`config.mk`:
```
export PLATFORM = sky130hd
export DESIGN_NAME = dpde_sqrt
export DESIGN_NICKNAME = d
export VERILOG_FILES = /design/src/sv/dpde_pkg.sv /design/src/sv/dpde_sqrt.sv
export SDC_FILE = /design/constraint.sdc
export NUM_CORES = 2
export LEC_CHECK = 0
export ABC_AREA = 0
export BUFFER_PORTS_ARGS = -buffer_cell sky130_fd_sc_hd__buf_2
export CELL_PAD_IN_SITES_DETAIL_PLACEMENT = 0
export CELL_PAD_IN_SITES_GLOBAL_PLACEMENT = 1
export CORE_ASPECT_RATIO = 1.75
export CORE_MARGIN = 5
export CORE_UTILIZATION = 40
export CTS_CLUSTER_DIAMETER = 200
export CTS_CLUSTER_SIZE = 16
export DETAILED_ROUTE_END_ITERATION = 7
export GPL_TIMING_DRIVEN = 0
export PLACE_DENSITY = 0.74
export RECOVER_POWER = 25
export SYNTH_ARGS = -nofsm -noshare
export SYNTH_HDL_FRONTEND = slang
export SYNTH_SLANG_ARGS = --single-unit
```
`constraint.sdc`:
```
create_clock -name clk_i -period 7.25 [get_ports clk_i]
set_clock_uncertainty 0.1 [all_clocks]
set_input_delay 0.725 -clock clk_i [delete_from_list [all_inputs] [get_ports clk_i]]
set_output_delay 0.725 -clock clk_i [all_outputs]
set_load 0.02 [all_outputs]
```
`src/sv/dpde_pkg.sv`:
```
package dpde_pkg;

  localparam int unsigned FRAC_BITS = 16;
  localparam int unsigned DW        = 32;   // signed data words
  localparam int unsigned CW        = 31;   // unsigned register and input magnitudes
  localparam int unsigned CFG_IDX_W = 3;

  typedef enum logic [CFG_IDX_W-1:0] {
    CFG_MODE   = 3'd0,
    CFG_CUTOFF = 3'd1,
    CFG_DISS   = 3'd2,
    CFG_NOISE  = 3'd3,
    CFG_ISDT   = 3'd4
  } cfg_idx_e;

  typedef enum logic {
    MODE_FIX_DISS  = 1'b0,
    MODE_FIX_NOISE = 1'b1
  } mode_e;

  typedef struct packed {
    logic signed [DW-1:0] sep_x;
    logic signed [DW-1:0] sep_y;
    logic signed [DW-1:0] sep_z;
    logic signed [DW-1:0] rel_vel_x;
    logic signed [DW-1:0] rel_vel_y;
    logic signed [DW-1:0] rel_vel_z;
    logic [CW-1:0]        weight;
    logic [CW-1:0]        inv_temp_first;
    logic [CW-1:0]        inv_temp_second;
    logic signed [DW-1:0] gauss;
    logic                 acts_first;
    logic                 acts_second;
  } pair_in_t;

  typedef struct packed {
    logic signed [DW-1:0] force_x;
    logic signed [DW-1:0] force_y;
    logic signed [DW-1:0] force_z;
    logic signed [DW-1:0] energy_change;
    logic                 in_range;
    logic                 apply_first;
    logic                 apply_second;
  } pair_out_t;

  function automatic logic signed [DW-1:0] sat64(input logic signed [2*DW-1:0] v);
    logic signed [DW-1:0] r;
    if (v > 64'sd2147483647) begin
      r = 32'sh7FFF_FFFF;
    end else if (v < -64'sd2147483648) begin
      r = 32'sh8000_0000;
    end else begin
      r = v[DW-1:0];
    end
    return r;
  endfunction

  // unsigned value clipped to the positive signed range
  function automatic logic signed [DW-1:0] satu64(input logic [2*DW-1:0] v);
    logic signed [DW-1:0] r;
    if (v > 64'd2147483647) begin
      r = 32'sh7FFF_FFFF;
    end else begin
      r = v[DW-1:0];
    end
    return r;
  endfunction

  // fixed-point product, floor rounding, saturated
  function automatic logic signed [DW-1:0] fmul(input logic signed [DW-1:0] a,
                                                input logic signed [DW-1:0] b);
    logic signed [2*DW-1:0] p;
    p = 64'(a) * 64'(b);
    return sat64(p >>> FRAC_BITS);
  endfunction

  function automatic logic [DW-1:0] mag32(input logic signed [DW-1:0] v);
    logic [DW-1:0] r;
    r = v[DW-1] ? DW'(-v) : DW'(v);
    return r;
  endfunction

endpackage

```
`src/sv/dpde_sqrt.sv`:
```
// Pipelined floor square root, one root bit per stage.
module dpde_sqrt import dpde_pkg::*; #(
  parameter int unsigned RES_W = 32
) (
  input  logic                 clk_i,
  input  logic                 en_i,
  input  logic [2*RES_W-1:0]   rad_i,
  output logic [RES_W-1:0]     root_o
);

  localparam int unsigned IN_W = 2 * RES_W;

  logic [IN_W-1:0]  x_q   [1:RES_W];
  logic [RES_W-1:0] rem_q [1:RES_W];
  logic [RES_W-1:0] r_q   [1:RES_W];

  for (genvar k = 0; k < RES_W; k++) begin : g_stage
    logic [IN_W-1:0]    x_c;
    logic [RES_W-1:0]   rem_c;
    logic [RES_W-1:0]   r_c;
    logic [RES_W+1:0]   rem_sh;
    logic [RES_W+1:0]   trial;
    logic [RES_W+1:0]   diff;
    logic               ge;

    if (k == 0) begin : g_first
      assign x_c   = rad_i;
      assign rem_c = '0;
      assign r_c   = '0;
    end else begin : g_next
      assign x_c   = x_q[k];
      assign rem_c = rem_q[k];
      assign r_c   = r_q[k];
    end

    assign rem_sh = {rem_c, x_c[IN_W-1 -: 2]};
    assign trial  = {r_c, 2'b01};
    assign ge     = rem_sh >= trial;
    assign diff   = rem_sh - trial;

    always_ff @(posedge clk_i) begin
      if (en_i) begin
        r_q[k+1] <= {r_c[RES_W-2:0], ge};
      end
    end

    if (k < RES_W - 1) begin : g_carry
      always_ff @(posedge clk_i) begin
        if (en_i) begin
          x_q[k+1]   <= x_c << 2;
          rem_q[k+1] <= ge ? diff[RES_W-1:0] : rem_sh[RES_W-1:0];
        end
      end
    end
  end

  assign root_o = r_q[RES_W];

endmodule

```
==> qor.csv <==
stage,metric,value,unit
status,outcome,"complete, but fails checks",
status,failing checks,"capacitance limit, slew limit",
setup_path,CP Class,register to register,
global_route,GRT Total Usage,0.171,
global_route,largest net degree at the start of global routing,185,
final_layout,filler instances,25900,
setup_path,R2R Path Start,rem_q[0][834]$_DFFE_PP_,
sta,setup TNS,0,ps
final_layout,"most common cell after layout, fill and taps aside",edfxtp_1,
min_path,Hold Crit Start,x_q[0][859]$_DFFE_PP_,
cts,Clock Pin Slew Worst Setup and Hold Paths,70,ps
final_layout,most frequent cells in the layout,"edfxtp_1 (2,466), inv_1 (699), nand2_1 (605), ha_1 (561), a21oi_1 (507)",
route,drt initial violations,3595,
route,detailed-route wire length,260,mm
logic_synthesis,Post-synth top flop,edfxtp_1,
logic_synthesis,Ys Warns,0,
setup_path,Reg2Reg Setup Slack,750,ps
setup_path,"Largest delay share family, worst path",compound AO/OA/AOI/OAI gates,
logic_synthesis,"Seq/Total Area, Yosys",0.648,
sta,relative slew slack,-1.60,
setup_path,CP arrival,6910,ps
placement,DP HPWL,198,mm
sta,Final period util,0.896,
pwr,PD cells,298,mW/mm^2
route,Pre-Repair DR Iteration Count,5,
cts,H-tree levels,4,
setup_path,cells along the critical path,ha_1 -> a21oi_1 -> nor3b_1 -> a2111oi_0 -> o21ai_0 -> o211ai_1 -> a221o_1 -> nor2_1 -> clkinv_1 -> clkbuf_1 -> nor2_1 -> a21oi_1,
route,DR vias/cell,5.23,
pwr,overall power,37400,uW
min_path,hold path depth,0,
sta,"Slew Viols, Final",64,
setup_path,worst r2r path cells,12,
final_layout,share of layout cells above drive strength 1,0.0568,
setup_path,"slowest stage delay, CP",1080,ps
setup_path,CP Buf/Inv Count,2,
sta,Final setup viols,0,
setup_path,crit start category,register,
placement,port bufs,97,
setup_path,Worst EP required,7660,ps
cts,CTS Buf Count,180,
route,Residual DRC,0,
floorplanning,DIE AREA,0.297,sq mm
run,maxcap violations,1,
sta,Tmin final,6500,ps
placement,DP Area,0.120,sq mm
logic_synthesis,Mapped Nets,9361,
floorplanning,Initial Utilization,0.402,
setup_path,CP Max Fanout,10,
global_route,vias in the first global route,70700,
cts,clk buf depth,4,
final_layout,final design instance area without fill,0.125,sq mm
logic_synthesis,Gate Count Post-Synth,8734,
min_path,Hold/Removal Path Class,register to register,
setup_path,crit end category,register,
cts,Clock Latency Late Sink,890,ps
final_layout,Final nets,9726,
cts,clk sink count,2466,
cts,CTS tree,built,
setup_path,RR Endpoint,rem_q[0][891]$_DFFE_PP_,
route,WL/cell,20.1,um
floorplanning,die height,717,um
global_route,first-pass GRT wire length,394,mm
sta,Final Hold Vio Count,0,
cts,CTS root buf,clkbuf_16,
placement,pre-CTS setup slack,725,ps
logic_synthesis,Mapped Avg Cell Area,13.1,sq um
setup_path,"Slowest-stage cell, CP",nor2_1,
floorplanning,core area,0.285,sq mm
final_layout,area grow syn2layout,9.64,%
logic_synthesis,Post-synth EDFFs,2466,
min_path,Hold EP,x_q[0][923]$_DFFE_PP_,
sta,RSZ-0062 raised after global routing,no,
logic_synthesis,synth unique cells,91,
floorplanning,# IOs,98,
pwr,Worst IR Drop VDD,257,uV
logic_synthesis,Yosys reg bits,2466,
logic_synthesis,Mapped Area,0.114,sq mm
pwr,Lkg Pwr,0.0473,uW
floorplanning,die width,414,um
route,vias,67500,
sta,setup ws final,752,ps
logic_synthesis,Post-synth ARST share,0,
route,antenna violation net count after detailed routing,0,
global_route,gr ovfl total,0,
global_route,antenna violations before repair,6,
sta,worst-margin pin slew,3900,ps
floorplanning,row count,259,
placement,Routability Congestion,0.994,
sta,achievable frequency,0.154,GHz
-- stage by stage --
| stage | hold slack, ps | std cells | util |
|---|---|---|---|
| after detailed placement | 305 | 12600 | 0.422 |
| after global placement | 300 | 12600 | 0.420 |
| final | 275 | 12900 | 0.440 |
| after CTS | 66.6 | 12900 | 0.440 |
| after global routing | 284 | 12900 | 0.440 |
| after floorplan | 300 | 8734 | - |
-- state kept, by name, indices dropped and copies added (netlist names) --
register / cells
rem_q: 946
r_q: 528
x_q: 992
-- cell type report --
cell class | instances | area, sq um | area share
Buffer | 143 | 546 | 0.00435
Inverter | 702 | 2640 | 0.0210
Timing Repair Buffer | 183 | 1590 | 0.0127
Multi-Input combinational cell | 5423 | 37100 | 0.296
Clock inverter | 4 | 57.6 | 0.000459
Tap cell | 3784 | 4730 | 0.0378
Sequential cell | 2466 | 74100 | 0.591
Antenna cell | 10 | 25.0 | 0.000200
Clock buffer | 183 | 4580 | 0.0366
-- where the power goes --
part | switching (uW) | internal, uW
Sequential | 1090 | 18100
Clock | 4620 | 4470
Combinational | 5350 | 3720
-- cell families (layout without fill, tap and decap cells) --
family / count (synthesis) / in the layout / synth area share
AO/OA/AOI/OAI: 1718 / 1718 / 0.0923
XOR/XNOR: 791 / 791 / 0.0606
adder cells (fa/ha/maj): 561 / 561 / 0.0614
buffers and inverters: 845 / 1215 / 0.0278
flip-flops: 2466 / 2466 / 0.648
multiplexers: 135 / 135 / 0.0132
other: 1 / 11 / 0.0000328
AND/OR/NAND/NOR: 2217 / 2217 / 0.0965
-- cells in the mapped netlist (all sizes together), types with 112 or more instances --
library cell,n,share of area
edfxtp,2466,0.65
nand2b,112,0.0061
xor2,387,0.030
mux2,125,0.012
o21ai,482,0.021
xnor2,404,0.031
nor3,217,0.0096
inv,700,0.023
ha,561,0.061
a21oi,509,0.022
clkbuf,126,0.0041
nor2,503,0.017
nand3,125,0.0055
a21o,258,0.017
nand2,608,0.020
-- layer usage --
layer	GRT usage	vias to the layer above	routed length (um)
met3	0.0185	746	5980
met4	0.124	0	22200
met5	0	-	0
met1	0.134	32800	76000
met2	0.367	1133	156000
li1	-	32800	-
-- timing repair --
| action | CTS | global route |
|---|---|---|
| resized for setup | 0 | 0 |
| endpoints found under the hold margin | 65 | 0 |
| setup buffers | 0 | 0 |
| hold buffers | 65 | 0 |
-- worst max path at each step --
stage,slack (ps),cells after the start,end,startpoint
3_3_place_gp,-33340,1,x_q[0][660]$_DFFE_PP_,en_i
4_1_cts,680,12,rem_q[0][891]$_DFFE_PP_,rem_q[0][834]$_DFFE_PP_
5_1_grt,430,12,rem_q[0][891]$_DFFE_PP_,rem_q[0][834]$_DFFE_PP_
3_5_place_dp,730,12,rem_q[0][886]$_DFFE_PP_,rem_q[0][834]$_DFFE_PP_
6_report,750,12,rem_q[0][891]$_DFFE_PP_,rem_q[0][834]$_DFFE_PP_
2_1_floorplan,3840,10,rem_q[0][644]$_DFFE_PP_,rem_q[0][608]$_DFFE_PP_
(Power assumes the default switching activity.)
