`src/sv/dpde_pkg.sv`:
```
package dpde_pkg;

  localparam int unsigned FRAC_BITS = 16;
  localparam int unsigned DW        = 32;   // signed data words
  localparam int unsigned CW        = 31;   // unsigned register and input magnitudes
  localparam int unsigned CFG_IDX_W = 3;

  typedef enum logic [CFG_IDX_W-1:0] {
    CFG_MODE   = 3'd0,
    CFG_CUTOFF = 3'd1,
    CFG_DISS   = 3'd2,
    CFG_NOISE  = 3'd3,
    CFG_ISDT   = 3'd4
  } cfg_idx_e;

  typedef enum logic {
    MODE_FIX_DISS  = 1'b0,
    MODE_FIX_NOISE = 1'b1
  } mode_e;

  typedef struct packed {
    logic signed [DW-1:0] sep_x;
    logic signed [DW-1:0] sep_y;
    logic signed [DW-1:0] sep_z;
    logic signed [DW-1:0] rel_vel_x;
    logic signed [DW-1:0] rel_vel_y;
    logic signed [DW-1:0] rel_vel_z;
    logic [CW-1:0]        weight;
    logic [CW-1:0]        inv_temp_first;
    logic [CW-1:0]        inv_temp_second;
    logic signed [DW-1:0] gauss;
    logic                 acts_first;
    logic                 acts_second;
  } pair_in_t;

  typedef struct packed {
    logic signed [DW-1:0] force_x;
    logic signed [DW-1:0] force_y;
    logic signed [DW-1:0] force_z;
    logic signed [DW-1:0] energy_change;
    logic                 in_range;
    logic                 apply_first;
    logic                 apply_second;
  } pair_out_t;

  function automatic logic signed [DW-1:0] sat64(input logic signed [2*DW-1:0] v);
    logic signed [DW-1:0] r;
    if (v > 64'sd2147483647) begin
      r = 32'sh7FFF_FFFF;
    end else if (v < -64'sd2147483648) begin
      r = 32'sh8000_0000;
    end else begin
      r = v[DW-1:0];
    end
    return r;
  endfunction

  // unsigned value clipped to the positive signed range
  function automatic logic signed [DW-1:0] satu64(input logic [2*DW-1:0] v);
    logic signed [DW-1:0] r;
    if (v > 64'd2147483647) begin
      r = 32'sh7FFF_FFFF;
    end else begin
      r = v[DW-1:0];
    end
    return r;
  endfunction

  // fixed-point product, floor rounding, saturated
  function automatic logic signed [DW-1:0] fmul(input logic signed [DW-1:0] a,
                                                input logic signed [DW-1:0] b);
    logic signed [2*DW-1:0] p;
    p = 64'(a) * 64'(b);
    return sat64(p >>> FRAC_BITS);
  endfunction

  function automatic logic [DW-1:0] mag32(input logic signed [DW-1:0] v);
    logic [DW-1:0] r;
    r = v[DW-1] ? DW'(-v) : DW'(v);
    return r;
  endfunction

endpackage

```
`src/sv/dpde_div.sv`:
```
// Pipelined restoring divider, one quotient bit per stage.
// A quotient that does not fit in Q_W bits comes out as all ones.
module dpde_div import dpde_pkg::*; #(
  parameter int unsigned NUM_W = 48,
  parameter int unsigned DEN_W = 32,
  parameter int unsigned Q_W   = 17
) (
  input  logic             clk_i,
  input  logic             en_i,
  input  logic [NUM_W-1:0] num_i,
  input  logic [DEN_W-1:0] den_i,
  output logic [Q_W-1:0]   quo_o
);

  localparam int unsigned HI_W  = NUM_W - Q_W;
  localparam int unsigned CMP_W = (HI_W > DEN_W) ? HI_W : DEN_W;

  logic [HI_W-1:0]  hi;
  logic             ovf0;

  logic [Q_W-1:0]   lo_q  [1:Q_W];
  logic [DEN_W-1:0] rem_q [1:Q_W];
  logic [DEN_W-1:0] den_q [1:Q_W];
  logic [Q_W-1:0]   q_q   [1:Q_W];
  logic             ovf_q [1:Q_W];

  assign hi   = num_i[NUM_W-1:Q_W];
  assign ovf0 = CMP_W'(hi) >= CMP_W'(den_i);

  for (genvar k = 0; k < Q_W; k++) begin : g_stage
    logic [Q_W-1:0]   lo_c;
    logic [DEN_W-1:0] rem_c;
    logic [DEN_W-1:0] den_c;
    logic [Q_W-1:0]   q_c;
    logic             ovf_c;
    logic [DEN_W:0]   rem_sh;
    logic [DEN_W:0]   diff;
    logic             ge;

    if (k == 0) begin : g_first
      assign lo_c  = num_i[Q_W-1:0];
      assign rem_c = ovf0 ? '0 : DEN_W'(hi);
      assign den_c = den_i;
      assign q_c   = '0;
      assign ovf_c = ovf0;
    end else begin : g_next
      assign lo_c  = lo_q[k];
      assign rem_c = rem_q[k];
      assign den_c = den_q[k];
      assign q_c   = q_q[k];
      assign ovf_c = ovf_q[k];
    end

    assign rem_sh = {rem_c, lo_c[Q_W-1]};
    assign ge     = rem_sh >= {1'b0, den_c};
    assign diff   = rem_sh - {1'b0, den_c};

    always_ff @(posedge clk_i) begin
      if (en_i) begin
        q_q[k+1]   <= {q_c[Q_W-2:0], ge};
        ovf_q[k+1] <= ovf_c;
      end
    end

    if (k < Q_W - 1) begin : g_carry
      always_ff @(posedge clk_i) begin
        if (en_i) begin
          lo_q[k+1]  <= lo_c << 1;
          rem_q[k+1] <= ge ? diff[DEN_W-1:0] : rem_sh[DEN_W-1:0];
          den_q[k+1] <= den_c;
        end
      end
    end
  end

  assign quo_o = ovf_q[Q_W] ? '1 : q_q[Q_W];

endmodule

```
`config.mk`:
```
export PLATFORM = sky130hd
export DESIGN_NAME = dpde_div
export DESIGN_NICKNAME = d
export VERILOG_FILES = /design/src/sv/dpde_pkg.sv /design/src/sv/dpde_div.sv
export SDC_FILE = /design/constraint.sdc
export NUM_CORES = 2
export LEC_CHECK = 0
export BUFFER_PORTS_ARGS = -buffer_cell sky130_fd_sc_hd__buf_2
export CAP_MARGIN = 20
export CORE_ASPECT_RATIO = 0.9
export CORE_MARGIN = 2
export CORE_UTILIZATION = 64
export CTS_BUF_LIST = sky130_fd_sc_hd__clkbuf_8
export CTS_CLUSTER_DIAMETER = 30
export DETAILED_ROUTE_END_ITERATION = 10
export GPL_TIMING_DRIVEN = 0
export HOLD_SLACK_MARGIN = 0.06
export PLACE_DENSITY = 0.81
export SETUP_SLACK_MARGIN = 0.05
export SLEW_MARGIN = 20
export SYNTH_ARGS = -nofsm -noshare
export SYNTH_HDL_FRONTEND = slang
export SYNTH_SLANG_ARGS = --single-unit
```
`constraint.sdc`:
```
create_clock -name clk_i -period 12.5 [get_ports clk_i]
set_clock_uncertainty 0.05 [all_clocks]
set_input_delay 0.625 -clock clk_i [delete_from_list [all_inputs] [get_ports clk_i]]
set_output_delay 0.625 -clock clk_i [all_outputs]
set_load 0.02 [all_outputs]
```
==> metrics.md <==
| Metric | Value |
|---|---|
| Run status | finished clean |
| Total Wirelength | 174.7 mm |
| P per Cell Area | roughly 270 nW/µm² |
| RSZ-0062 raised after global routing | no |
| Top sig layer | met4 |
| Clock Latency Late Sink | about 0.99 ns |
| Xor/xnor cell area share of the yosys netlist | under 10% |
| CTS sink count | 1330 |
| Final core utilization | 72.92% |
| Net Switching | 8370 µW |
| Routed length on met3 | approximately 6.1 mm |
| H-tree levels | 5 |
| Type of the worst min-delay path | in2reg |
| Longest Clk Path Bufs | 4 |
| Multiplexer share of the synthesized area | 3.797% |
| Max Slew Vio Count | 0 |
| Routed WL per cell | roughly 20 µm |
| Clk slew on worst S/H paths | 0.05 ns |
| Count of state elements after synthesis | between 1000 and 1500 |
| CTS Buf Count | ~290 |
| Leak Pwr | about 0.035 µW |
| Most frequent CP cell | a21oi_1 |
| Least-Margin Pin Slew | roughly 1.2 ns |
| Comb pwr share | 45.2% |
| Period Utilization, post-route | 57.27% |
| Crit Path Class | in2reg |
| Synth unique cells | 92 |
| Post-synthesis adder-cell area fraction | 10.10% |
| Post_cts resized | 0 |
| Max Cap Viol | 0 |
| Drt via density | 5.913 |
| Synth Area in Simple Gates | 8.804% |
| IO Pins | 99 |
| Worst setup EP type | flop |
| M1 wire length | 57.31 mm |
| Asr flop ratio synth | 0% |
| Clock root buffer | clkbuf_8 |
| Die H | 327.4 µm |
| First-pass DRT Iterations | 8 |
| # hold bufs at CTS | 75 |
| Crit start category | primary input |
| GRT overflow | 0 |
| Largest family of logic cells by synthesized area | compound AO/OA/AOI/OAI gates |
| DR WL met2 | 94.40 mm |
| Starting DRT DRC Count | 3377 |
| Total Routing Usage GR | 29.49% |
| R2R setup slack | 7.15 ns |
| Critical path's largest stage delay | about 0.74 ns |
| Pre-CTS setup slack | 4.916 ns |
| Largest cells by area after synthesis | edfxtp_1 54%, ha_1 9.7%, mux2_2 3.5% |
| Largest net degree at the start of global routing | 156 |
| Die ar. | 119000 µm² |
| Maximum clock frequency | 139.7 MHz |
| Initial core utilization | 64.58% |
| Post-synthesis compound-gate area fraction | between 10% and 20% |
| DRT antenna net count | 0 |
| FP Rows | between 100 and 150 |
| Top_reg_cell synth | edfxtp_1 |
| Sw Share | 37.50% |
| Flop pwr share | 32.2% |
| Arrival time worst endpoint | 7.80 ns |
| Worst setup margin | about 5.3 ns |
| Post-synth top area share | between 50% and 60% |
| Gate Count Post-Synth | 6480 |
| CTS tree | yes |
| Avg Inst Size Synth | 11.48 µm² |
| Critical Path Fanout Max | 10 |
| Via Count | roughly 51000 |
| Area Growth Syn to Fin | 12.91% |
| Peak supply drop | 0.1511 mV |
| First-pass GRT wire length | 271.5 mm |
| Ys Warns | 0 |
| Initial antenna violation count | 3 |
| Post-CTS Setup Repair Bufs | 0 |
| Die Wd | 363.3 µm |
| Number of global-route vias before repair | approximately 53000 |
| # DRC | 0 |
| Slew headroom | 22.56% |
| Clock power frac | about 23% |
| TNS Setup | 0 ns |
| Synthesized cell area | 74370 µm² |
| Final critical-path required period | slightly above 7 ns |
| EDFF count, synth | 1330 |
| Sequential fraction of the synthesis area | between 50% and 60% |
| GP Congestion | 0.9737 |
| Slowest CP cell | o31ai_1 |
| Detail Placement HPWL | 132.7 mm |
| Worst Path Required | 13.14 ns |
| Synthesized Nets | 7153 |
| Core box area | 115200 µm² |
| Pint | approximately 14000 µW |
| Final hold viol count | 0 |
| Fraction of layout cells with a size suffix above 1 | between 10% and 20% |
| Final setup fails | 0 |
| Layout Nets | roughly 7600 |
| PortBufs | 98 |
| Cell taking the most area after synthesis | edfxtp_1 |
## worst paths after layout
path              cells past startpoint                       to               startpoint
setup reg to reg                     10  rem_q[11][22]$_DFFE_PP_  rem_q[10][26]$_DFFE_PP_
setup / recovery                     26   rem_q[1][31]$_DFFE_PP_                 den_i[0]
hold / removal                        4   rem_q[1][28]$_DFFE_PP_                num_i[44]
hold reg to reg                       0    lo_q[3][14]$_DFFE_PP_    lo_q[2][13]$_DFFE_PP_
## sequential cells by signal (all words and copies together), names as in the netlist
register,flops
den_q,512
rem_q,512
q_q,153
lo_q,136
ovf_q,17
## cells in the final DEF (no fill, tap or decap), types with 40 or more instances in the layout
master         netlist  routed
bufinv_16            0      40
clkbuf_8             0     300
o21bai_1            63      63
nor2b_1             79      79
clkinv_1             0      43
a21oi_1            497     497
buf_2               16     114
dlygate4sd3_1        0      75
nand4_1             75      75
and2_1              49      49
nor2_1             321     321
a21o_1             274     274
nand2_1            446     446
inv_1              690     740
edfxtp_1          1330    1330
and3_1              40      40
xnor2_1            276     276
xor2_1             159     159
nand2b_1            81      81
nand3_1             93      93
o21a_1              64      64
a31oi_1             51      51
nor3_1              68      68
o21ai_0            431     431
mux2_2             233     233
clkbuf_1           100     100
ha_1               575     575
## critical path, delay by kind of cell
kind	cells	cell delay [ns]
compound gates	14	4.29
fa+ha+maj	2	0.44
mux	1	0.16
simple gates	5	0.96
buf+inv	4	1.28
## logic make-up after synthesis
| kind of cell | count (synthesis) |
|---|---|
| AOI/OAI and AO/OA | 1683 |
| xor gates and xnor gates | 435 |
| adders and majority gates | 591 |
| buffers and inverters | 819 |
| DFF | 1330 |
| muxes | 253 |
| and+or+nand+nor | 1369 |
## Yosys cell counts, types with 8 or more instances
library cell / number
a2111oi_0: 9
a211o_1: 20
a211oi_1: 34
a21boi_0: 19
a21o_1: 274
a21oi_1: 497
a221oi_1: 11
a311oi_1: 11
a31o_2: 13
a31oi_1: 51
a41o_1: 8
a41oi_1: 13
and2_1: 49
and3_1: 40
and4_1: 8
buf_2: 16
clkbuf_1: 100
edfxtp_1: 1330
fa_1: 16
ha_1: 575
inv_1: 690
mux2_2: 233
mux2i_1: 20
nand2_1: 446
nand2b_1: 81
nand3_1: 93
nand3b_1: 9
nand4_1: 75
nor2_1: 321
nor2b_1: 79
nor3_1: 68
nor4_1: 18
o2111ai_1: 9
o211ai_1: 16
o21a_1: 64
o21ai_0: 431
o21ai_1: 16
o21bai_1: 63
o31a_1: 14
o31ai_1: 31
o41ai_1: 9
or2_2: 34
or3_1: 18
xnor2_1: 276
xor2_1: 159
## metrics by stage
| stage | instance area [µm²] | hold slack (ns) | power, µW | std cells |
|---|---|---|---|---|
| after global placement | 76740 | 0.3501 | 17000 | 8078 |
| after floorplan | 74370 | 0.3503 | 14390 | 6480 |
| after CTS | 83960 | 0.06033 | 22260 | 8670 |
| after detailed placement | 77020 | 0.3545 | 17110 | 8089 |
| final | 83980 | 0.1172 | 22320 | 8677 |
| after global routing | 83970 | 0.1178 | 23630 | 8673 |
## power by group through the flow
stage                     Clock (µW)  Sequential, µW  Combinational, µW
after floorplan                    0            7010               7380
after global placement             0            7370               9620
after detailed placement           0            7240               9860
after CTS                       5100            7170               9980
after global routing            5310            7290              11000
final                           5030            7190              10100
## area by class of cell
type	instances	area (µm²)
clock buffers	300	4129
clock inverters	206	2058
flip-flops and latches	1330	39940
well taps	1500	1877
fillers	7808	31180
multi-input cells	4331	31310
plain buffers	129	541.8
inverters	690	2590
repair buffers	184	1516
diodes	7	17.52
## per-layer routing
layer	vias up	global-route usage, %
met2	1544	56.60
li1	24800	-
met1	24300	26.53
met3	662	4.212
met4	0	26.17
met5	-	0
(Power assumes the default switching activity.)
